<file path="src/rtl/spm_pkg.sv">
// constants and types shared by the stream pattern masker
package spm_pkg;

  localparam int PATTERN_MAX = 8;
  localparam int BYTE_W      = 8;
  localparam int PAT_W       = PATTERN_MAX * BYTE_W;
  localparam int LEN_W       = 4;
  localparam int HELD_W      = 3;
  localparam int MASK_W      = 3;
  localparam int CFG_IDX_W   = 1;

  localparam logic [BYTE_W-1:0] STAR_BYTE = 8'h2A;

  // configuration register indexes
  localparam logic [CFG_IDX_W-1:0] CFG_PATTERN_BYTES  = 1'd0;
  localparam logic [CFG_IDX_W-1:0] CFG_PATTERN_LENGTH = 1'd1;

  typedef logic [BYTE_W-1:0] byte_t;
  typedef byte_t window_t [PATTERN_MAX];

endpackage

</file>
<file path="src/rtl/stream_pattern_masker.sv">
// stream pattern masker: replaces occurrences of a configured byte pattern with asterisks
//
// Byte stream in, byte stream out, valid/stall on both sides. Each transaction carries one
// byte and an end-of-stream flag; every occurrence of the configured pattern (leftmost,
// non-overlapping) comes out as '*' bytes, and with a pattern length of 0 bytes pass
// unchanged. Output lags input by pattern_length-1 bytes, since the block holds that many
// bytes in its window before it can decide on the oldest one. In steady state and while
// out_stall is low, one byte is taken and one is given each cycle. The single output
// register gives at most one byte per cycle, so a transaction that releases several bytes
// holds the input until they have all left: after the end-of-stream byte the held bytes
// drain while input waits, and the first byte after the pattern length was lowered waits
// while the surplus held bytes are released. out_last marks the final byte of the stream.
// Write the configuration registers only while the block is idle; a length above 8 acts as 8.
module stream_pattern_masker (
  input  logic                            clk,
  input  logic                            rst_n,
  // configuration write port
  input  logic                            cfg_we,
  input  logic [spm_pkg::CFG_IDX_W-1:0]   cfg_index,
  input  logic [spm_pkg::PAT_W-1:0]       cfg_wdata,
  // input channel
  input  logic                            in_valid,
  output logic                            in_stall,
  input  logic [spm_pkg::BYTE_W-1:0]      in_data_byte,
  input  logic                            in_end_of_stream,
  // result channel
  output logic                            out_valid,
  input  logic                            out_stall,
  output logic [spm_pkg::BYTE_W-1:0]      out_byte,
  output logic                            out_last
);
  import spm_pkg::*;

  // configuration registers
  logic [PAT_W-1:0]  pat_r;
  logic [LEN_W-1:0]  pat_len_r;

  // input register
  logic              ib_valid_r;
  byte_t             ib_byte_r;
  logic              ib_eos_r;

  // window state
  window_t           win_r, win_nxt;
  logic [HELD_W-1:0] held_r, held_nxt;
  logic [MASK_W-1:0] mask_r, mask_nxt;
  logic              drain_r, drain_nxt;

  // output register
  logic              out_valid_r;
  byte_t             out_byte_r;
  logic              out_last_r;

  // datapath signals
  logic [LEN_W-1:0]  len_eff;
  logic [LEN_W-1:0]  held_ext;
  logic [LEN_W-1:0]  newheld;
  window_t           w_push;
  logic              match;
  logic              out_free;
  logic              consume;
  logic              emit;
  byte_t             emit_byte;
  logic              emit_last;

  assign len_eff  = (pat_len_r > LEN_W'(PATTERN_MAX)) ? LEN_W'(PATTERN_MAX) : pat_len_r;
  assign held_ext = {1'b0, held_r};
  assign newheld  = held_ext + LEN_W'(1);
  assign out_free = !out_valid_r || !out_stall;

  // window with the waiting byte written behind the held ones
  always_comb begin
    for (int k = 0; k < PATTERN_MAX; k++) begin
      w_push[k] = (held_r == HELD_W'(k)) ? ib_byte_r : win_r[k];
    end
  end

  // parallel compare of the pushed window against the pattern, positions below length only
  always_comb begin
    match = 1'b1;
    for (int k = 0; k < PATTERN_MAX; k++) begin
      if ((LEN_W'(k) < len_eff) && (w_push[k] != pat_r[BYTE_W*k +: BYTE_W])) begin
        match = 1'b0;
      end
    end
  end

  // one pop per cycle at most: eos drain first, then surplus from a lowered length,
  // then the waiting transaction itself
  always_comb begin
    logic star;
    star      = 1'b0;
    win_nxt   = win_r;
    held_nxt  = held_r;
    mask_nxt  = mask_r;
    drain_nxt = drain_r;
    consume   = 1'b0;
    emit      = 1'b0;
    emit_byte = win_r[0];
    emit_last = 1'b0;

    if (drain_r) begin
      // end of stream: flush held bytes, only an active run masks them
      if (out_free) begin
        emit      = 1'b1;
        emit_byte = (mask_r != '0) ? STAR_BYTE : win_r[0];
        if (mask_r != '0) mask_nxt = mask_r - MASK_W'(1);
        for (int k = 0; k < PATTERN_MAX - 1; k++) win_nxt[k] = win_r[k+1];
        win_nxt[PATTERN_MAX-1] = '0;
        held_nxt = held_r - HELD_W'(1);
        if (held_r == HELD_W'(1)) begin
          emit_last = 1'b1;
          drain_nxt = 1'b0;
          mask_nxt  = '0;
        end
      end
    end else if (ib_valid_r && (held_r != '0) && (held_ext >= len_eff)) begin
      // at least as many bytes held as the current length: release the oldest, no compare
      if (out_free) begin
        emit      = 1'b1;
        emit_byte = (mask_r != '0) ? STAR_BYTE : win_r[0];
        if (mask_r != '0) mask_nxt = mask_r - MASK_W'(1);
        for (int k = 0; k < PATTERN_MAX - 1; k++) win_nxt[k] = win_r[k+1];
        win_nxt[PATTERN_MAX-1] = '0;
        held_nxt = held_r - HELD_W'(1);
      end
    end else if (ib_valid_r) begin
      if (len_eff == '0) begin
        // pass-through
        if (out_free) begin
          consume   = 1'b1;
          emit      = 1'b1;
          emit_byte = ib_byte_r;
          emit_last = ib_eos_r;
          mask_nxt  = '0;
        end
      end else if (!((newheld >= len_eff) || ib_eos_r)) begin
        // window still filling, nothing leaves
        consume  = 1'b1;
        win_nxt  = w_push;
        held_nxt = newheld[HELD_W-1:0];
      end else if (out_free) begin
        consume = 1'b1;
        emit    = 1'b1;
        if (mask_r != '0) begin
          star     = 1'b1;
          mask_nxt = mask_r - MASK_W'(1);
        end else if ((newheld == len_eff) && match) begin
          // match starts a run over the rest of the pattern
          star     = 1'b1;
          mask_nxt = MASK_W'(len_eff - LEN_W'(1));
        end
        emit_byte = star ? STAR_BYTE : w_push[0];
        for (int k = 0; k < PATTERN_MAX - 1; k++) win_nxt[k] = w_push[k+1];
        win_nxt[PATTERN_MAX-1] = '0;
        held_nxt = held_r;
        if (ib_eos_r) begin
          if (held_r == '0) begin
            emit_last = 1'b1;
            mask_nxt  = '0;
          end else begin
            drain_nxt = 1'b1;
          end
        end
      end
    end
  end

  assign in_stall = ib_valid_r && !consume;

  // configuration
  always_ff @(posedge clk) begin
    if (!rst_n) begin
      pat_r     <= '0;
      pat_len_r <= '0;
    end else if (cfg_we) begin
      case (cfg_index)
        CFG_PATTERN_BYTES:  pat_r     <= cfg_wdata;
        CFG_PATTERN_LENGTH: pat_len_r <= cfg_wdata[LEN_W-1:0];
        default: ;
      endcase
    end
  end

  // input register: refills in the same cycle it is consumed
  always_ff @(posedge clk) begin
    if (!rst_n) begin
      ib_valid_r <= 1'b0;
    end else if (in_valid && !in_stall) begin
      ib_valid_r <= 1'b1;
    end else if (consume) begin
      ib_valid_r <= 1'b0;
    end
  end

  always_ff @(posedge clk) begin
    if (in_valid && !in_stall) begin
      ib_byte_r <= in_data_byte;
      ib_eos_r  <= in_end_of_stream;
    end
  end

  // window state
  always_ff @(posedge clk) begin
    if (!rst_n) begin
      for (int k = 0; k < PATTERN_MAX; k++) win_r[k] <= '0;
      held_r  <= '0;
      mask_r  <= '0;
      drain_r <= 1'b0;
    end else begin
      win_r   <= win_nxt;
      held_r  <= held_nxt;
      mask_r  <= mask_nxt;
      drain_r <= drain_nxt;
    end
  end

  // output register
  always_ff @(posedge clk) begin
    if (!rst_n) begin
      out_valid_r <= 1'b0;
    end else if (out_free) begin
      out_valid_r <= emit;
    end
  end

  always_ff @(posedge clk) begin
    if (out_free && emit) begin
      out_byte_r <= emit_byte;
      out_last_r <= emit_last;
    end
  end

  assign out_valid = out_valid_r;
  assign out_byte  = out_byte_r;
  assign out_last  = out_last_r;

endmodule
</file>
<file path="config.mk">
export PLATFORM = sky130hd
export DESIGN_NAME = stream_pattern_masker
export DESIGN_NICKNAME = d
export VERILOG_FILES = /design/src/rtl/spm_pkg.sv /design/src/rtl/stream_pattern_masker.sv
export SDC_FILE = /design/constraint.sdc
export NUM_CORES = 1
export LEC_CHECK = 0
export BUFFER_PORTS_ARGS = -buffer_cell sky130_fd_sc_hd__buf_2
export CAP_MARGIN = 20
export CORE_MARGIN = 5
export CORE_UTILIZATION = 40
export CTS_CLUSTER_DIAMETER = 200
export DETAILED_ROUTE_END_ITERATION = 16
export PLACE_DENSITY = 0.58
export SYNTH_ARGS = -nofsm -noshare
export SYNTH_HDL_FRONTEND = slang
export SYNTH_SLANG_ARGS = --single-unit
</file>
<file path="constraint.sdc">
create_clock -name clk -period 5.42 [get_ports clk]
set_clock_uncertainty 0.2 [all_clocks]
set_input_delay 0 -clock clk [delete_from_list [all_inputs] [get_ports clk]]
set_output_delay 0 -clock clk [all_outputs]
set_load 0.03 [all_outputs]
</file>
# [After elaboration in Yosys (flattened, before gate mapping)]
# Index checks and enable logic that the tools add are counted.
[totals] regBits=159 input_bits=79 out_inout_bits=11
[op_classes] mux=97 n_bitwise=1 n_eq_ne=23 addsub=4 n_reduce_logical=32 order_cmp=11
[ops] cell="2-to-1 mux 64 bit" n=7
[ops] cell="2-to-1 mux 8 bit" n=18
[ops] cell="!= test 8 bit" n=8
[ops] cell="2-to-1 mux 3 bit" n=21
[ops] cell="2-to-1 mux 1 bit" n=50
[ops] cell="less-than comparator 3 x 4 -> 1 bit (first input constant)" n=4
[ops] cell="logical AND 1 bit" n=14
[ops] cell="equality test 3 bit (second input constant)" n=4
[ops] cell="nonzero test 3 bit" n=3
[ops] cell="subtractor 3 x 1 -> 3 bit (second input constant)" n=3
[ops] cell="less-than comparator 1 x 4 -> 1 bit (first input constant)" n=2
[ops] cell="less-than comparator 2 x 4 -> 1 bit (first input constant)" n=2
[ops] cell="equality test 3 x 2 -> 1 bit (second input constant)" n=2
[ops] cell="!= test 2 bit (second input constant)" n=3
[ops] cell="!= test 3 bit (second input constant)" n=2
[ops] cell="AND reduction 3 bit" n=2
[ops] cell="AND reduction 6 bit" n=1
[ops] cell="adder 3 x 1 -> 4 bit (second input constant)" n=1
[ops] cell="equality test 4 bit" n=1
[ops] cell=">= comparator 3 x 4 -> 1 bit" n=1
[ops] cell=">= comparator 4 bit" n=1
[ops] cell="greater-than comparator 4 bit (second input constant)" n=1
[ops] cell="logical NOT 1 bit" n=4
[ops] cell="logical NOT 4 bit" n=1
[ops] cell="other kinds (10)" n=12

# [Longest topological paths before layout]
[depth] word_depth=28 ltp_mapped=15 ltp_nobuf=14

# [Worst setup path after synthesis]
# OpenSTA, ideal clock, no wires.
[synth_path] path_kind="register to register" from="reg held_r[0]" to="reg win_r[0] (netlist bit)" arrival_time_ns=3.427 setup_slack_ns=1.666 path_stages_with_launch=15 period_less_slack_ns=3.754 path_buffers=1 setup_time_ns=0.128 cell_sequence="dfxtp_1 > inv_1 > ha_1 > ha_1 > nor2b_1 > o21ai_0 > nand2b_1 > a2111oi_2 > nor2_1 > o21ai_1 > a21boi_0 > clkbuf_1 > o31ai_1 > a22oi_1 > nor2_1"
[synth_between] elab_chain_len=8
[synth_rtl] item="start, declared" line="stream_pattern_masker.sv:45" text="logic [HELD_W-1:0] held_r, held_nxt;"
[synth_rtl] item="start signal, assigned" line="stream_pattern_masker.sv:212" text="held_r <= held_nxt;"
[synth_rtl] item="adder 3 x 1 -> 4 bit" line="stream_pattern_masker.sv:68" text="assign newheld = held_ext + LEN_W'(1);"
[synth_rtl] item=">= comparator 4 bit" line="stream_pattern_masker.sv:137" text="end else if (!((newheld >= len_eff) || ib_eos_r)) begin"
[synth_rtl] item="logical OR 1 bit" line="stream_pattern_masker.sv:137"
[synth_rtl] item="2-to-1 mux 64 bit" line="stream_pattern_masker.sv:137"
[synth_rtl] item="2-to-1 mux 64 bit" line="stream_pattern_masker.sv:128" text="if (len_eff == '0) begin"
[synth_rtl] item="2-to-1 mux 64 bit" line="stream_pattern_masker.sv:127" text="end else if (ib_valid_r) begin"
[synth_rtl] item="2-to-1 mux 64 bit" line="stream_pattern_masker.sv:117" text="end else if (ib_valid_r && (held_r != '0) && (held_ext >= len_eff)) begin"
[synth_rtl] item="2-to-1 mux 64 bit" line="stream_pattern_masker.sv:102" text="if (drain_r) begin"
[synth_rtl] item="end signal, assigned" line="stream_pattern_masker.sv:211" text="win_r <= win_nxt;"
[synth_rtl] item="end, declared" line="stream_pattern_masker.sv:44" text="window_t win_r, win_nxt;"
# Several ways; a longest one is shown, not always the timed one. The select of a mux whose other input is x is not followed.
# A chain may end at the register's enable or synchronous reset.

# [Worst setup path after layout]
[layout_path] from="reg held_r[2]" to="reg out_byte_r[6], in the netlist out_byte[6], data pin"
[layout_between] elab_chain_len=28
[layout_rtl] item="logical NOT 3 bit" line="stream_pattern_masker.sv:74" text="w_push[k] = (held_r == HELD_W'(k)) ? ib_byte_r : win_r[k];"
[layout_rtl] item="2-to-1 mux 8 bit" line="stream_pattern_masker.sv:74"
[layout_rtl] item="!= test 8 bit" line="stream_pattern_masker.sv:82" text="if ((LEN_W'(k) < len_eff) && (w_push[k] != pat_r[BYTE_W*k +: BYTE_W])) begin"
[layout_rtl] item="logical AND 1 bit" line="stream_pattern_masker.sv:82"
[layout_rtl] item="2-to-1 mux 1 bit (8 in series)" line="stream_pattern_masker.sv:82"
[layout_rtl] item="logical AND 1 bit" line="stream_pattern_masker.sv:148" text="end else if ((newheld == len_eff) && match) begin"
[layout_rtl] item="2-to-1 mux 1 bit" line="stream_pattern_masker.sv:148"
[layout_rtl] item="2-to-1 mux 1 bit" line="stream_pattern_masker.sv:145" text="if (mask_r != '0) begin"
[layout_rtl] item="[... 6 more ...]"
[layout_rtl] item="2-to-1 mux 8 bit" line="stream_pattern_masker.sv:153" text="emit_byte = star ? STAR_BYTE : w_push[0];"
[layout_rtl] item="2-to-1 mux 8 bit" line="stream_pattern_masker.sv:142" text="end else if (out_free) begin"
[layout_rtl] item="2-to-1 mux 8 bit" line="stream_pattern_masker.sv:137"
[layout_rtl] item="2-to-1 mux 8 bit" line="stream_pattern_masker.sv:128"
[layout_rtl] item="2-to-1 mux 8 bit" line="stream_pattern_masker.sv:127"
[layout_rtl] item="2-to-1 mux 8 bit (*)" line="stream_pattern_masker.sv:117"
[layout_rtl] item="2-to-1 mux 8 bit (*)" line="stream_pattern_masker.sv:102"
[layout_rtl] item="net emit_byte[6]" line="stream_pattern_masker.sv:63" text="byte_t emit_byte;"
[layout_rtl] item="end signal, assigned" line="stream_pattern_masker.sv:229" text="out_byte_r <= emit_byte;"
[layout_rtl] item="end, declared" line="stream_pattern_masker.sv:51" text="byte_t out_byte_r;"
# Mark *: on every way through the listed nets, which the timed path passes. The rest lies on a longest branch. The select of a mux whose other input is x is not followed.

==> summary.md <==
| Metric | Value |
|---|---|
| Status | complete, no violations |
| Library cells used by synthesis | 67 |
| Max stage delay on crit path | 0.76 ns |
| Predominant post-synthesis flop cell | dfxtp_1 |
| Diodes inserted | 0 |
| Global-route wire length before repair | approximately 52000 microns |
| Max-Cap Viols | 0 |
| Core Footprint | 24100 sq um |
| Post-DP HPWL | around 22000 microns |
| Mapped Cells | between 1000 and 1500 |
| IO buf count | between 80 and 90 |
| Area grow syn2layout | 23.3% |
| Hold WS | 0.0210 ns |
| Total GRT Usage | 0.230 |
| Worst-path fanout max | 19 |
| Number of CTS-inserted buffers | 17 |
| Share of layout cells above drive strength 1 | 0.123 |
| Post-CTS sizing | 0 |
| Mapped Area | 9720 sq um |
| CP Capture Type | flip-flop |
| Worst Path Required | 5.41 ns |
| Initial antenna violation count | 1 |
| Critical setup path kind | flip-flop to flip-flop |
| Total power | around 3500 uW |
| Die height | 166 microns |
| Worst path cell trace | inv_2 -> ha_1 -> mux2i_1 -> xnor2_1 -> nor4_1 -> nand2_1 -> or3_1 -> o41ai_2 -> a32oi_2 -> a311oi_2 -> o221ai_1 -> nor2b_1 |
| Sequential fraction of the synthesis area | 0.346 |
| Layout Nets | about 1500 |
| Clk sinks | 159 |
| Vias after detailed routing | 10185 |
| Post-route cell area | roughly 12000 sq um |
| TritonRoute pass-1 iters | 12 |
| Vias per Instance | 5.77 |
| Pleak | approximately 0.0045 uW |
| Synth Area in XOR/XNOR | 0.0586 |
| Largest net degree at the start of global routing | 65 |
| CTS H-tree depth | 4 |
| Seq cells post-synth | approximately 160 |
| Post-synthesis simple-gate area fraction | 0.187 |
| Starting DRC count in detailed routing | around 830 |
| Area after DPL | 10400 sq um |
| Synth Warn # | 0 |
| Die width | about 170 microns |
| Syn nets | roughly 1400 |
| Max_slew headroom | 0.293 |
| Placed Instances | around 1600 |
| Drt total wl | 32900 microns |
| Fin. max-slew vios | 0 |
| Reg clk slew, reported paths | 0.08 ns |
| Initial Util | 0.403 |
| Setup TNS | 0 ns |
| Most common cell after layout, fill and taps aside | nand2_1 |
| Async SR Flop Fraction | 0 |
| Routability Congestion | 0.896 |
| Final global-route overflow total | 0 |
| Number of synthesized flops with an enable pin | 18 |
| Most frequent cells in the layout | 209 x nand2_1, 147 x a21oi_1, 141 x dfxtp_1 |
| Crit path arrival time | 4.42 ns |
| Worst Tran Pin Value | 1.06 ns |
| Unrepaired setup endpoints after global routing | false |
| Main combinational cell family by area after synthesis | compound AO/OA/AOI/OAI gates |
| Num rows | 57 |
| Syn_area_per_cell | 7.53 sq um |
| Tmin final | 4.44 ns |
| Post-Layout Cell Count | 1764 |
| Post-synthesis mux area share | 0.0237 |
| Clock latency at the later pin of the worst-skew pair | 0.45 ns |
| Area fraction in compound gates after synthesis | 0.300 |
| Final period util | 0.818 |
| VDD IR max | 0.149 mV |
| Top Ports | 90 |
| Final Hold Viols | 0 |
| DIE AREA | ~28000 sq um |
| CP max stage cell | dfxtp_1 |
| Vias in the first global route | 9393 |
| CP Launch Type | flip-flop |
| Adder-cell area share of the yosys netlist | 0.0257 |
| Maximum buffer depth of the clock tree | 2 |
| Peak Freq | roughly 0.23 GHz |
| # DRC | 0 |
| Post-route ant nets | 0 |
| Setup violators final | 0 |
| P per Cell Area | 294 nW/um^2 |
| DR WL/cell | 18.7 microns |
| Clock Root Buffer | clkbuf_16 |
| CTS tree | built |
| Hold Crit Class | input port to flip-flop |
==> sequential cells by signal (all words and copies together), names as in the netlist <==
signal      count
pat_len_r       4
drain_r         1
ib_eos_r        1
ib_byte_r       8
pat_r          64
held_r          3
ib_valid_r      1
win_r          64
mask_r          3
out_last        1
out_valid       1
out_byte        8
==> area by class of cell <==
class / count / area [sq um]
Tap cell: 324 / 405
Fill cell: 2430 / 12100
Sequential cell: 159 / 3360
Clock inverter: 15 / 154
Multi-Input combinational cell: 990 / 5830
Inverter: 45 / 169
Timing Repair Buffer: 214 / 1640
Clock buffer: 17 / 425
==> cells in the mapped netlist (10+ instances only) <==
master	instances	area share
a21oi_1	147	0.076
a22oi_1	36	0.028
buf_1	15	0.0058
buf_2	10	0.0051
clkbuf_1	68	0.026
dfxtp_1	141	0.29
edfxtp_1	18	0.056
ha_1	20	0.026
inv_1	44	0.017
mux2i_1	23	0.024
nand2_1	209	0.081
nand3_1	35	0.018
nor2_1	84	0.032
nor2b_1	17	0.011
nor3_1	12	0.0062
nor4_1	10	0.0064
o21ai_0	117	0.060
o221ai_1	12	0.011
o22ai_1	40	0.026
o31ai_1	55	0.042
xnor2_1	32	0.029
xor2_1	33	0.030
==> where the power goes <==
group	leakage, uW	total (uW)	internal [uW]	switching, uW
Sequential	0.00133	1410	1280	136
Combinational	0.00286	887	372	516
Clock	0.000288	1220	620	596
==> critical path, delay by kind of cell (launching register included) <==
kind                     cells  cell delay, ns
AO/OA/AOI/OAI                4            1.29
AND/OR/NAND/NOR              4            0.90
flip-flops                   1            0.76
adder cells (fa/ha/maj)      1            0.44
multiplexers                 1            0.39
XOR/XNOR                     1            0.11
buffers and inverters        1            0.09
==> cells by family after synthesis <==
kind of cell,count (synthesis)
buffers and inverters,142
adders and majority gates,20
muxes,23
xor gates and xnor gates,65
and+or+nand+nor,414
AOI/OAI and AO/OA,468
DFF,159
==> final timing paths <==
kind / startpoint / to / slack, ns / cells past startpoint
setup / recovery: held_r[2] / out_byte[6] / 0.98 / 12
hold / removal: rst_n / win_r[13] / 0.02 / 4
setup reg to reg: held_r[2] / out_byte[6] / 0.98 / 12
hold reg to reg: pat_r[45] / pat_r[45] / 0.28 / 2
==> timing repair <==
| item | in CTS | in global routing |
|---|---|---|
| hold endpoints to repair | 88 | 0 |
| hold buffers | 101 | 0 |
| buffers inserted | 0 | 0 |
| endpoints found under the setup margin | 0 | 0 |
==> layer usage <==
layer	track usage	vias to the layer above	part of all wire
met4	0.0674	2	0.024
li1	-	4913	-
met2	0.370	415	0.46
met1	0.317	4791	0.46
met5	0	-	0.00039
met3	0.0407	64	0.061
==> per-stage QoR <==
stage	setup slack, ns	utilization
detailed placement	1.05	0.431
CTS	1.04	0.497
finish	0.985	0.497
global route	0.695	0.497
floorplan	1.67	-
global placement	1.20	0.431
(Power assumes the default switching activity.)
